**src/rtl/core/hbm_pkg.sv**
```systemverilog
// ----------------------------------------------------------------------------
// hbm_pkg
// Shared types and mixing constants for the byte hash word mixer.
// ----------------------------------------------------------------------------
package hbm_pkg;

   localparam logic [31:0] MIX_ADD_A  = 32'd14921776;
   localparam logic [31:0] MIX_MUL_A  = 32'd17761492;
   localparam logic [31:0] MIX_XOR_A  = 32'h0582_7066;
   localparam logic [31:0] MIX_ADD_B  = 32'h0002_c357;
   localparam logic [31:0] MIX_MUL_B  = 32'd10661688;

   // another round runs while bit 31 is clear and bit 1 is set
   localparam logic [31:0] MIX_LOOP_MASK  = 32'h8000_0002;
   localparam logic [31:0] MIX_LOOP_MATCH = 32'h0000_0002;

   localparam int          MIX_ROUND_CAP = 256;
   localparam int          MIX_ROUND_W   = 8;

   typedef enum logic [2:0] {
      ALU_ADD,
      ALU_XOR,
      ALU_MUL_A,
      ALU_ADD_A,
      ALU_MUL_B,
      ALU_ADD_B
   } alu_op_type;

   typedef enum logic [2:0] {
      ST_IDLE,
      ST_LOAD_CUR,
      ST_MUL_A,
      ST_ADD_A,
      ST_MUL_B,
      ST_ADD_B,
      ST_WRITE,
      ST_DIGEST
   } state_type;

   typedef struct packed {
      logic rd_en;
      logic wr_en;
      logic clear;
   } ram_ctl_type;

endpackage

```
**src/rtl/core/byte_hash_five_word_mixer.sv**
```systemverilog
// ----------------------------------------------------------------------------
// byte_hash_five_word_mixer
// Byte hash over a ring of mixed 32-bit words with an iterated mixing function.
// ----------------------------------------------------------------------------
// Each request absorbs one byte and returns one digest. A request runs a
// load step, R mixing rounds, a write step and a digest step before the next
// request can be taken, where R is the number of mixing rounds the byte needs
// (1 to 256, data dependent, almost always small). Each round uses the single
// shared multiplier unit for two multiplies, each followed by its add step.
// The word ring sits in a one-port-read memory with registered reads.
// A new request is taken while the previous digest still waits on rsp_stall.
// ----------------------------------------------------------------------------
module byte_hash_five_word_mixer #(
   parameter int WORD_COUNT = 5
) (
   input  logic        clock,
   input  logic        reset,
   input  logic        req_valid,
   output logic        req_stall,
   input  logic [7:0]  req_data_byte,
   input  logic        req_restart,
   output logic        rsp_valid,
   input  logic        rsp_stall,
   output logic [31:0] rsp_digest
);
   import hbm_pkg::*;

   localparam int                     PosW      = (WORD_COUNT > 1) ? $clog2(WORD_COUNT) : 1;
   localparam logic [PosW-1:0]        PosLast   = PosW'(WORD_COUNT - 1);
   localparam logic [MIX_ROUND_W-1:0] RoundLast = MIX_ROUND_W'(MIX_ROUND_CAP - 1);

   state_type               state_ff, state_in;
   logic [PosW-1:0]         pos_ff, pos_in;
   logic [7:0]              byte_ff, byte_in;
   logic [31:0]             acc_ff, acc_in;
   logic [31:0]             prod_ff, prod_in;
   logic [MIX_ROUND_W-1:0]  round_ff, round_in;
   logic                    rsp_valid_ff, rsp_valid_in;
   logic [31:0]             rsp_digest_ff, rsp_digest_in;

   logic                    req_fire;
   logic                    rsp_free;
   logic [PosW-1:0]         pos_nxt;
   logic [PosW-1:0]         pos_nxt2;
   alu_op_type              alu_op;
   logic [31:0]             alu_a;
   logic [31:0]             alu_b;
   logic [31:0]             alu_y;
   ram_ctl_type             ram_ctl;
   logic [PosW-1:0]         rd_addr;
   logic [PosW-1:0]         wr_addr;
   logic [31:0]             rd_data;
   logic                    mix_again;

   assign req_fire = req_valid & ~req_stall;
   assign rsp_free = ~rsp_valid_ff | ~rsp_stall;
   assign pos_nxt  = (pos_ff == PosLast)  ? '0 : pos_ff + PosW'(1);
   assign pos_nxt2 = (pos_nxt == PosLast) ? '0 : pos_nxt + PosW'(1);
   assign mix_again = ((alu_y & MIX_LOOP_MASK) == MIX_LOOP_MATCH) && (round_ff != RoundLast);

   hbm_alu u_alu (
      .op (alu_op),
      .a  (alu_a),
      .b  (alu_b),
      .y  (alu_y)
   );

   hbm_word_ram #(
      .WORD_COUNT (WORD_COUNT),
      .ADDR_W     (PosW)
   ) u_word_ram (
      .clock   (clock),
      .reset   (reset),
      .ctl     (ram_ctl),
      .rd_addr (rd_addr),
      .wr_addr (wr_addr),
      .wr_data (alu_y),
      .rd_data (rd_data)
   );

   // next state
   always_comb begin
      state_in = state_ff;
      case (state_ff)
         ST_IDLE:     if (req_fire) state_in = ST_LOAD_CUR;
         ST_LOAD_CUR: state_in = ST_MUL_A;
         ST_MUL_A:    state_in = ST_ADD_A;
         ST_ADD_A:    state_in = ST_MUL_B;
         ST_MUL_B:    state_in = ST_ADD_B;
         ST_ADD_B:    state_in = mix_again ? ST_MUL_A : ST_WRITE;
         ST_WRITE:    state_in = ST_DIGEST;
         ST_DIGEST:   if (rsp_free) state_in = ST_IDLE;
         default:     state_in = ST_IDLE;
      endcase
   end

   // sequencer outputs
   always_comb begin
      req_stall = 1'b1;
      alu_op    = ALU_ADD;
      alu_a     = acc_ff;
      alu_b     = rd_data;
      ram_ctl   = '0;
      rd_addr   = pos_ff;
      wr_addr   = pos_nxt;
      case (state_ff)
         ST_IDLE: begin
            req_stall     = 1'b0;
            ram_ctl.rd_en = req_fire;
            ram_ctl.clear = req_fire & req_restart;
            rd_addr       = req_restart ? '0 : pos_ff;
         end
         ST_LOAD_CUR: begin
            alu_op        = ALU_ADD;
            alu_a         = rd_data;
            alu_b         = {24'd0, byte_ff};
            ram_ctl.rd_en = 1'b1;
            rd_addr       = pos_nxt;
         end
         ST_MUL_A: alu_op = ALU_MUL_A;
         ST_ADD_A: begin
            alu_op = ALU_ADD_A;
            alu_b  = prod_ff;
         end
         ST_MUL_B: alu_op = ALU_MUL_B;
         ST_ADD_B: begin
            alu_op = ALU_ADD_B;
            alu_b  = prod_ff;
         end
         ST_WRITE: begin
            alu_op        = ALU_ADD;
            ram_ctl.wr_en = 1'b1;
            wr_addr       = pos_nxt;
            ram_ctl.rd_en = 1'b1;
            rd_addr       = pos_nxt2;
         end
         ST_DIGEST: alu_op = ALU_XOR;
         default:   req_stall = 1'b1;
      endcase
   end

   // datapath next values
   always_comb begin
      pos_in        = pos_ff;
      byte_in       = byte_ff;
      acc_in        = acc_ff;
      prod_in       = prod_ff;
      round_in      = round_ff;
      rsp_valid_in  = rsp_valid_ff & rsp_stall;
      rsp_digest_in = rsp_digest_ff;
      case (state_ff)
         ST_IDLE: begin
            if (req_fire) begin
               byte_in  = req_data_byte;
               pos_in   = req_restart ? '0 : pos_ff;
               round_in = '0;
            end
         end
         ST_LOAD_CUR: acc_in  = alu_y;
         ST_MUL_A:    prod_in = alu_y;
         ST_ADD_A:    acc_in  = alu_y;
         ST_MUL_B:    prod_in = alu_y;
         ST_ADD_B: begin
            acc_in   = alu_y;
            round_in = round_ff + MIX_ROUND_W'(1);
         end
         ST_WRITE: begin
            acc_in = alu_y;
            pos_in = pos_nxt;
         end
         ST_DIGEST: begin
            if (rsp_free) begin
               rsp_valid_in  = 1'b1;
               rsp_digest_in = alu_y;
            end
         end
         default: acc_in = acc_ff;
      endcase
   end

   always_ff @(posedge clock) begin
      if (reset) begin
         state_ff     <= ST_IDLE;
         pos_ff       <= '0;
         round_ff     <= '0;
         rsp_valid_ff <= 1'b0;
      end else begin
         state_ff     <= state_in;
         pos_ff       <= pos_in;
         round_ff     <= round_in;
         rsp_valid_ff <= rsp_valid_in;
      end
   end

   always_ff @(posedge clock) begin
      byte_ff       <= byte_in;
      acc_ff        <= acc_in;
      prod_ff       <= prod_in;
      rsp_digest_ff <= rsp_digest_in;
   end

   assign rsp_valid  = rsp_valid_ff;
   assign rsp_digest = rsp_digest_ff;

   a_pos_range: assert property (@(posedge clock) disable iff (reset)
      pos_ff <= PosLast)
      else $error("position out of range");

   a_rd_wr_apart: assert property (@(posedge clock) disable iff (reset)
      ram_ctl.wr_en |-> (ram_ctl.rd_en && (rd_addr != wr_addr)))
      else $error("word read and write collide");

   a_rsp_from_digest: assert property (@(posedge clock) disable iff (reset)
      $rose(rsp_valid_ff) |-> $past(state_ff == ST_DIGEST))
      else $error("response raised outside digest state");

   a_round_cap: assert property (@(posedge clock) disable iff (reset)
      (state_ff == ST_ADD_B && round_ff == RoundLast) |=> state_ff == ST_WRITE)
      else $error("mixing ran past round cap");

endmodule

```
**src/rtl/core/hbm_alu.sv**
```systemverilog
// ----------------------------------------------------------------------------
// hbm_alu
// Shared 32-bit arithmetic unit: one multiplier plus add, xor and fold logic.
// ----------------------------------------------------------------------------
module hbm_alu (
   input  hbm_pkg::alu_op_type op,
   input  logic [31:0]         a,
   input  logic [31:0]         b,
   output logic [31:0]         y
);
   import hbm_pkg::*;

   logic [31:0] mul_opnd;
   logic [31:0] mul_y;
   logic [31:0] sum_a;
   logic [31:0] sum_b;

   assign mul_opnd = (op == ALU_MUL_A) ? (MIX_MUL_A + a) : (MIX_MUL_B ^ a);
   assign mul_y    = 32'(a * mul_opnd);
   assign sum_a    = a + MIX_ADD_A + b;
   assign sum_b    = a + MIX_ADD_B + b;

   always_comb begin
      case (op)
         ALU_ADD:   y = a + b;
         ALU_XOR:   y = a ^ b;
         ALU_MUL_A: y = mul_y;
         ALU_ADD_A: y = sum_a ^ MIX_XOR_A;
         ALU_MUL_B: y = mul_y;
         ALU_ADD_B: y = sum_b ^ {16'd0, sum_b[31:16]};
         default:   y = a;
      endcase
   end

endmodule

```
**src/rtl/core/hbm_word_ram.sv**
```systemverilog
// ----------------------------------------------------------------------------
// hbm_word_ram
// Word ring storage with registered read and per-word valid bits.
// ----------------------------------------------------------------------------
module hbm_word_ram #(
   parameter int WORD_COUNT = 5,
   parameter int ADDR_W     = 3
) (
   input  logic                 clock,
   input  logic                 reset,
   input  hbm_pkg::ram_ctl_type ctl,
   input  logic [ADDR_W-1:0]    rd_addr,
   input  logic [ADDR_W-1:0]    wr_addr,
   input  logic [31:0]          wr_data,
   output logic [31:0]          rd_data
);
   import hbm_pkg::*;

   logic [31:0]           mem [WORD_COUNT];
   logic [WORD_COUNT-1:0] vld_ff;
   logic [31:0]           rd_data_ff;
   logic                  rd_vld_ff;

   always_ff @(posedge clock) begin
      if (ctl.wr_en) begin
         mem[wr_addr] <= wr_data;
      end
      if (ctl.rd_en) begin
         rd_data_ff <= mem[rd_addr];
      end
   end

   always_ff @(posedge clock) begin
      if (reset) begin
         vld_ff    <= '0;
         rd_vld_ff <= 1'b0;
      end else begin
         if (ctl.clear) begin
            vld_ff <= '0;
         end else if (ctl.wr_en) begin
            vld_ff[wr_addr] <= 1'b1;
         end
         if (ctl.rd_en) begin
            rd_vld_ff <= vld_ff[rd_addr] & ~ctl.clear;
         end
      end
   end

   // an unwritten word reads as zero
   assign rd_data = rd_vld_ff ? rd_data_ff : '0;

endmodule
```
**config.mk**
```make
export PLATFORM = sky130hd
export DESIGN_NAME = byte_hash_five_word_mixer
export DESIGN_NICKNAME = d
export VERILOG_FILES = /design/src/rtl/core/hbm_pkg.sv /design/src/rtl/core/byte_hash_five_word_mixer.sv /design/src/rtl/core/hbm_alu.sv /design/src/rtl/core/hbm_word_ram.sv
export SDC_FILE = /design/constraint.sdc
export NUM_CORES = 2
export LEC_CHECK = 0
export BUFFER_PORTS_ARGS = -buffer_cell sky130_fd_sc_hd__buf_2
export CAP_MARGIN = 15
export CORE_AREA = 2 2 326 393
export CTS_CLUSTER_SIZE = 8
export DETAILED_ROUTE_END_ITERATION = 10
export DIE_AREA = 0 0 328 395
export PLACE_DENSITY_LB_ADDON = 0.25
export SYNTH_ARGS = -nofsm -noshare
export SYNTH_HDL_FRONTEND = slang
export SYNTH_SLANG_ARGS = --single-unit
```
**constraint.sdc**
```tcl
create_clock -name clock -period 11.95 [get_ports clock]
set_clock_uncertainty 0.15 [all_clocks]
set_input_delay 2.39 -clock clock [delete_from_list [all_inputs] [get_ports clock]]
set_output_delay 2.39 -clock clock [all_outputs]
set_load 0.02 [all_outputs]
```
==> implementation parameters <==
Parameter                              Value

Outcome
  Run status ... finished, final reports clean

CTS
  Clock tree from TritonCTS ... built
  Clk pin slew, worst setup/hold paths ... 0.05 ns
  Setup repair bufs after CTS ... 0
  Later-pin clock latency in the skew report ... approximately 0.57 ns
  Deepest clock path buffer count ... 3
  Clock root buffer master ... clkbuf_16
  Number of sinks on the clock net ... 317
  Number of buffers added by the clock tree synthesis step ... 45
  CTS HTree Levels ... 2

Yosys
  Area share of the largest cell type after synthesis ... 25.4%
  Yosys warnings ... 0
  Seq cells post-synth ... 317
  Unique masters post-synth ... 86
  Number of synthesized flops with an enable pin ... between 200 and 300
  Cell types with the highest counts after synthesis ... 628 x nand2_1, 587 x inv_1, 437 x fa_1
  Cell type with the highest aggregate area in the netlist ... edfxtp_1
  Average instance area after synthesis ... 9.26 µm²
  Synth area leaders ... edfxtp_1 25%, fa_1 25%, ha_1 8.1%
  Cell area after synthesis ... 35000 µm²
  Sequential element share of the synthesized area ... 26.6%
  Syn Inst Count ... 3781
  Net Count, Synth ... about 4500
  Dominant register cell in the synthesized netlist ... edfxtp_1
  Most frequent cell after synthesis ... nand2_1
  Ys async rst share ... 0%

Place
  Number of buffers added on ports ... 46
  Cell Count Post-Placement ... around 5500
  Post-placement cell area ... 37800 µm²
  Final weighted congestion in routability-driven placement ... 0.963
  Post-detailed-placement half-perimeter wirelength ... 97900 µm
  Pre-CTS setup slack ... 0.379 ns

Route
  Number of routed nets with antenna violations ... 0
  Final routed DRC violation total ... 0
  Ratio of routed vias to standard cells ... 4.94
  Iter 0 DRT Violations ... about 2400
  Wire length reported by the detailed router ... 127000 µm
  Count of vias placed by the detailed router ... ~27000
  Average wire length per cell after detail routing ... 22.9 µm
  First-pass DRT Iterations ... 6

Global routing
  Antenna violations before repair ... 2
  Overflow left after global routing ... 0
  Met3 track demand over resource ... under 10%
  Global-route wire length before repair ... 190000 µm
  Met1 routing resource usage after global routing ... 25.1%
  Peak-usage layer in the global routing report ... met2
  Met2 demand-to-capacity share in global routing ... 33.8%
  Vias in the first global route ... around 28000
  Overall track demand over capacity in global routing ... between 15 and 20%
  Maximum number of pins on one net before global-route repair ... between 60 and 70

Hold path
  Type of the tightest min-delay check ... register to register
  Worst min-delay path startpoint ... u_word_ram.vld_ff[2]

Die
  Horizontal die dimension ... between 300 and 400 µm
  Die height ... 395 µm
  Row cnt ... around 140
  Die footprint ... 130000 µm²
  Count of pins on the block boundary ... 47
  Floorplan Core Area ... ~130000 µm²
  Effective utilization at floorplan ... 27.8%

STA
  Slew at the pin closest to its max-slew limit ... 1.20 ns
  Number of hold violations in the final report ... 0
  Final critical delay including setup and external delays ... 11.49 ns
  Final period utilization ... a little over nine tenths
  Slew Viols, Final ... 0
  Number of failing setup endpoints in the final timing report ... 0
  TNS Setup ... 0 ns
  Worst setup margin ... 0.462 ns
  Achievable Freq ... 0.0870 GHz
  Unrepaired setup endpoints after global routing ... no
  Headroom to the max-slew limit ... 19.8%

Setup path
  Critical register-to-register path endpoint ... rsp_digest[31]
  Launching point of the worst reg2reg path ... state_ff[1]
  Crit path DAT ... 11.50 ns
  Maximum fanout along the worst path ... 34
  Critical path start-end classification ... register to register
  Origin of the worst setup path ... state_ff[1]
  Most frequent CP cell ... fa_1
  Peak per-stage delay on the critical path ... 0.54 ns
  CP startpoint kind ... register
  Register-to-register setup slack ... 0.46 ns
  Endpoint type of the worst setup path ... register
  Critical path's slowest cell ... o31ai_1
  Number of cell instances on the worst register-to-register path ... 34
  Capturing element of the worst setup path ... rsp_digest[31]
  Required arrival time at the worst endpoint ... 11.96 ns

Finish
  Final cell count without fillers ... 5538
  Layout Area Growth over Synthesis ... 11.8%
  Fraction of final layout cells sized beyond drive strength 1 ... 7.81%
  Layout Nets ... 4522
  Final std cell area, no fill ... 39200 µm²

Job
  Number of max-capacitance violations reported ... 0
## cell families (layout without fill, tap and decap cells)
group,Yosys count,in the layout,share of synthesized area (%)
simple gates,1230,1230,14.8
flops,317,317,26.6
compound gates,594,594,11.0
other cells,0,4,0
mux,31,31,0.989
xor+xnor,180,180,5.14
buf+inv,765,851,8.32
fa+ha+maj,664,664,33.1
## cell type report
cell class,instances,area [µm²]
Timing Repair Buffer,187,1310
Clock inverter,3,63.8
Multi-Input combinational cell,2699,22900
Fill cell,13300,86600
Sequential cell,317,9310
Clock buffer,66,1230
Antenna cell,4,10.0
Inverter,595,2230
Tap cell,1667,2090
## flip-flops by register name, summed over array words and instances, names as in the netlist
signal / flops
rsp_digest: 32
state_ff: 3
rsp_valid: 1
round_ff: 8
prod_ff: 32
byte_ff: 8
u_word_ram.rd_vld_ff: 1
u_word_ram.rd_data_ff: 32
acc_ff: 32
u_word_ram.mem: 160
u_word_ram.vld_ff: 5
pos_ff: 3
## through the flow
| stage | util (%) | hold slack [ns] |
|---|---|---|
| after floorplan | - | 0.290 |
| after global placement | 30.1 | 0.300 |
| after detailed placement | 30.1 | 0.303 |
| after CTS | 31.1 | 0.314 |
| after global routing | 31.1 | 0.331 |
| final | 31.1 | 0.312 |
## per-layer routing
| metal | share of wire, % | up-vias |
|---|---|---|
| met3 | 5.2 | 229 |
| met1 | 41 | 13800 |
| met5 | 0 | - |
| met2 | 49 | 927 |
| li1 | - | 12400 |
| met4 | 4.6 | 0 |
## how the worst min path moves through the flow
stage	to	slack [ns]	cells after the start
final	u_word_ram.vld_ff[2]	0.31	1
after CTS	u_word_ram.vld_ff[2]	0.31	1
after global routing	u_word_ram.vld_ff[2]	0.33	1
after floorplan	u_word_ram.vld_ff[4]	0.29	1
after detailed placement	u_word_ram.vld_ff[1]	0.30	1
after global placement	u_word_ram.vld_ff[1]	0.30	1
## timing repair
item	CTS	global route
endpoints found under the setup margin	0	8
hold buffers	0	0
resized for setup	0	2
## critical path: cells and delay by family (launching register included)
kind            cells  cell delay, ns
xor+xnor           12            3.57
buf+inv             5            0.96
compound gates      3            0.94
mux                 1            0.47
fa+ha+maj           8            3.75
simple gates        5            0.88
flops               1            0.31
## cell usage in the layout (no fill, tap or decap), types with 19 or more instances in the layout
cell       count
a21o_1        34
a21oi_1      120
a22o_1        19
a31oi_1       28
and2_1        36
buf_2         47
buf_4        138
clkbuf_1      20
clkbuf_16     46
edfxtp_1     296
fa_1         437
ha_1         227
inv_1        587
nand2_1      628
nand2b_1      37
nand3_1       88
nor2_1       323
nor3_1        30
o211ai_1      30
o21a_1        24
o21ai_0      160
o21bai_1      22
xnor2_1      130
xor2_1        33
Power is left out: the tool's default activity adds up to more than one toggle a clock period on the data nets, which glitch-free logic cannot reach.
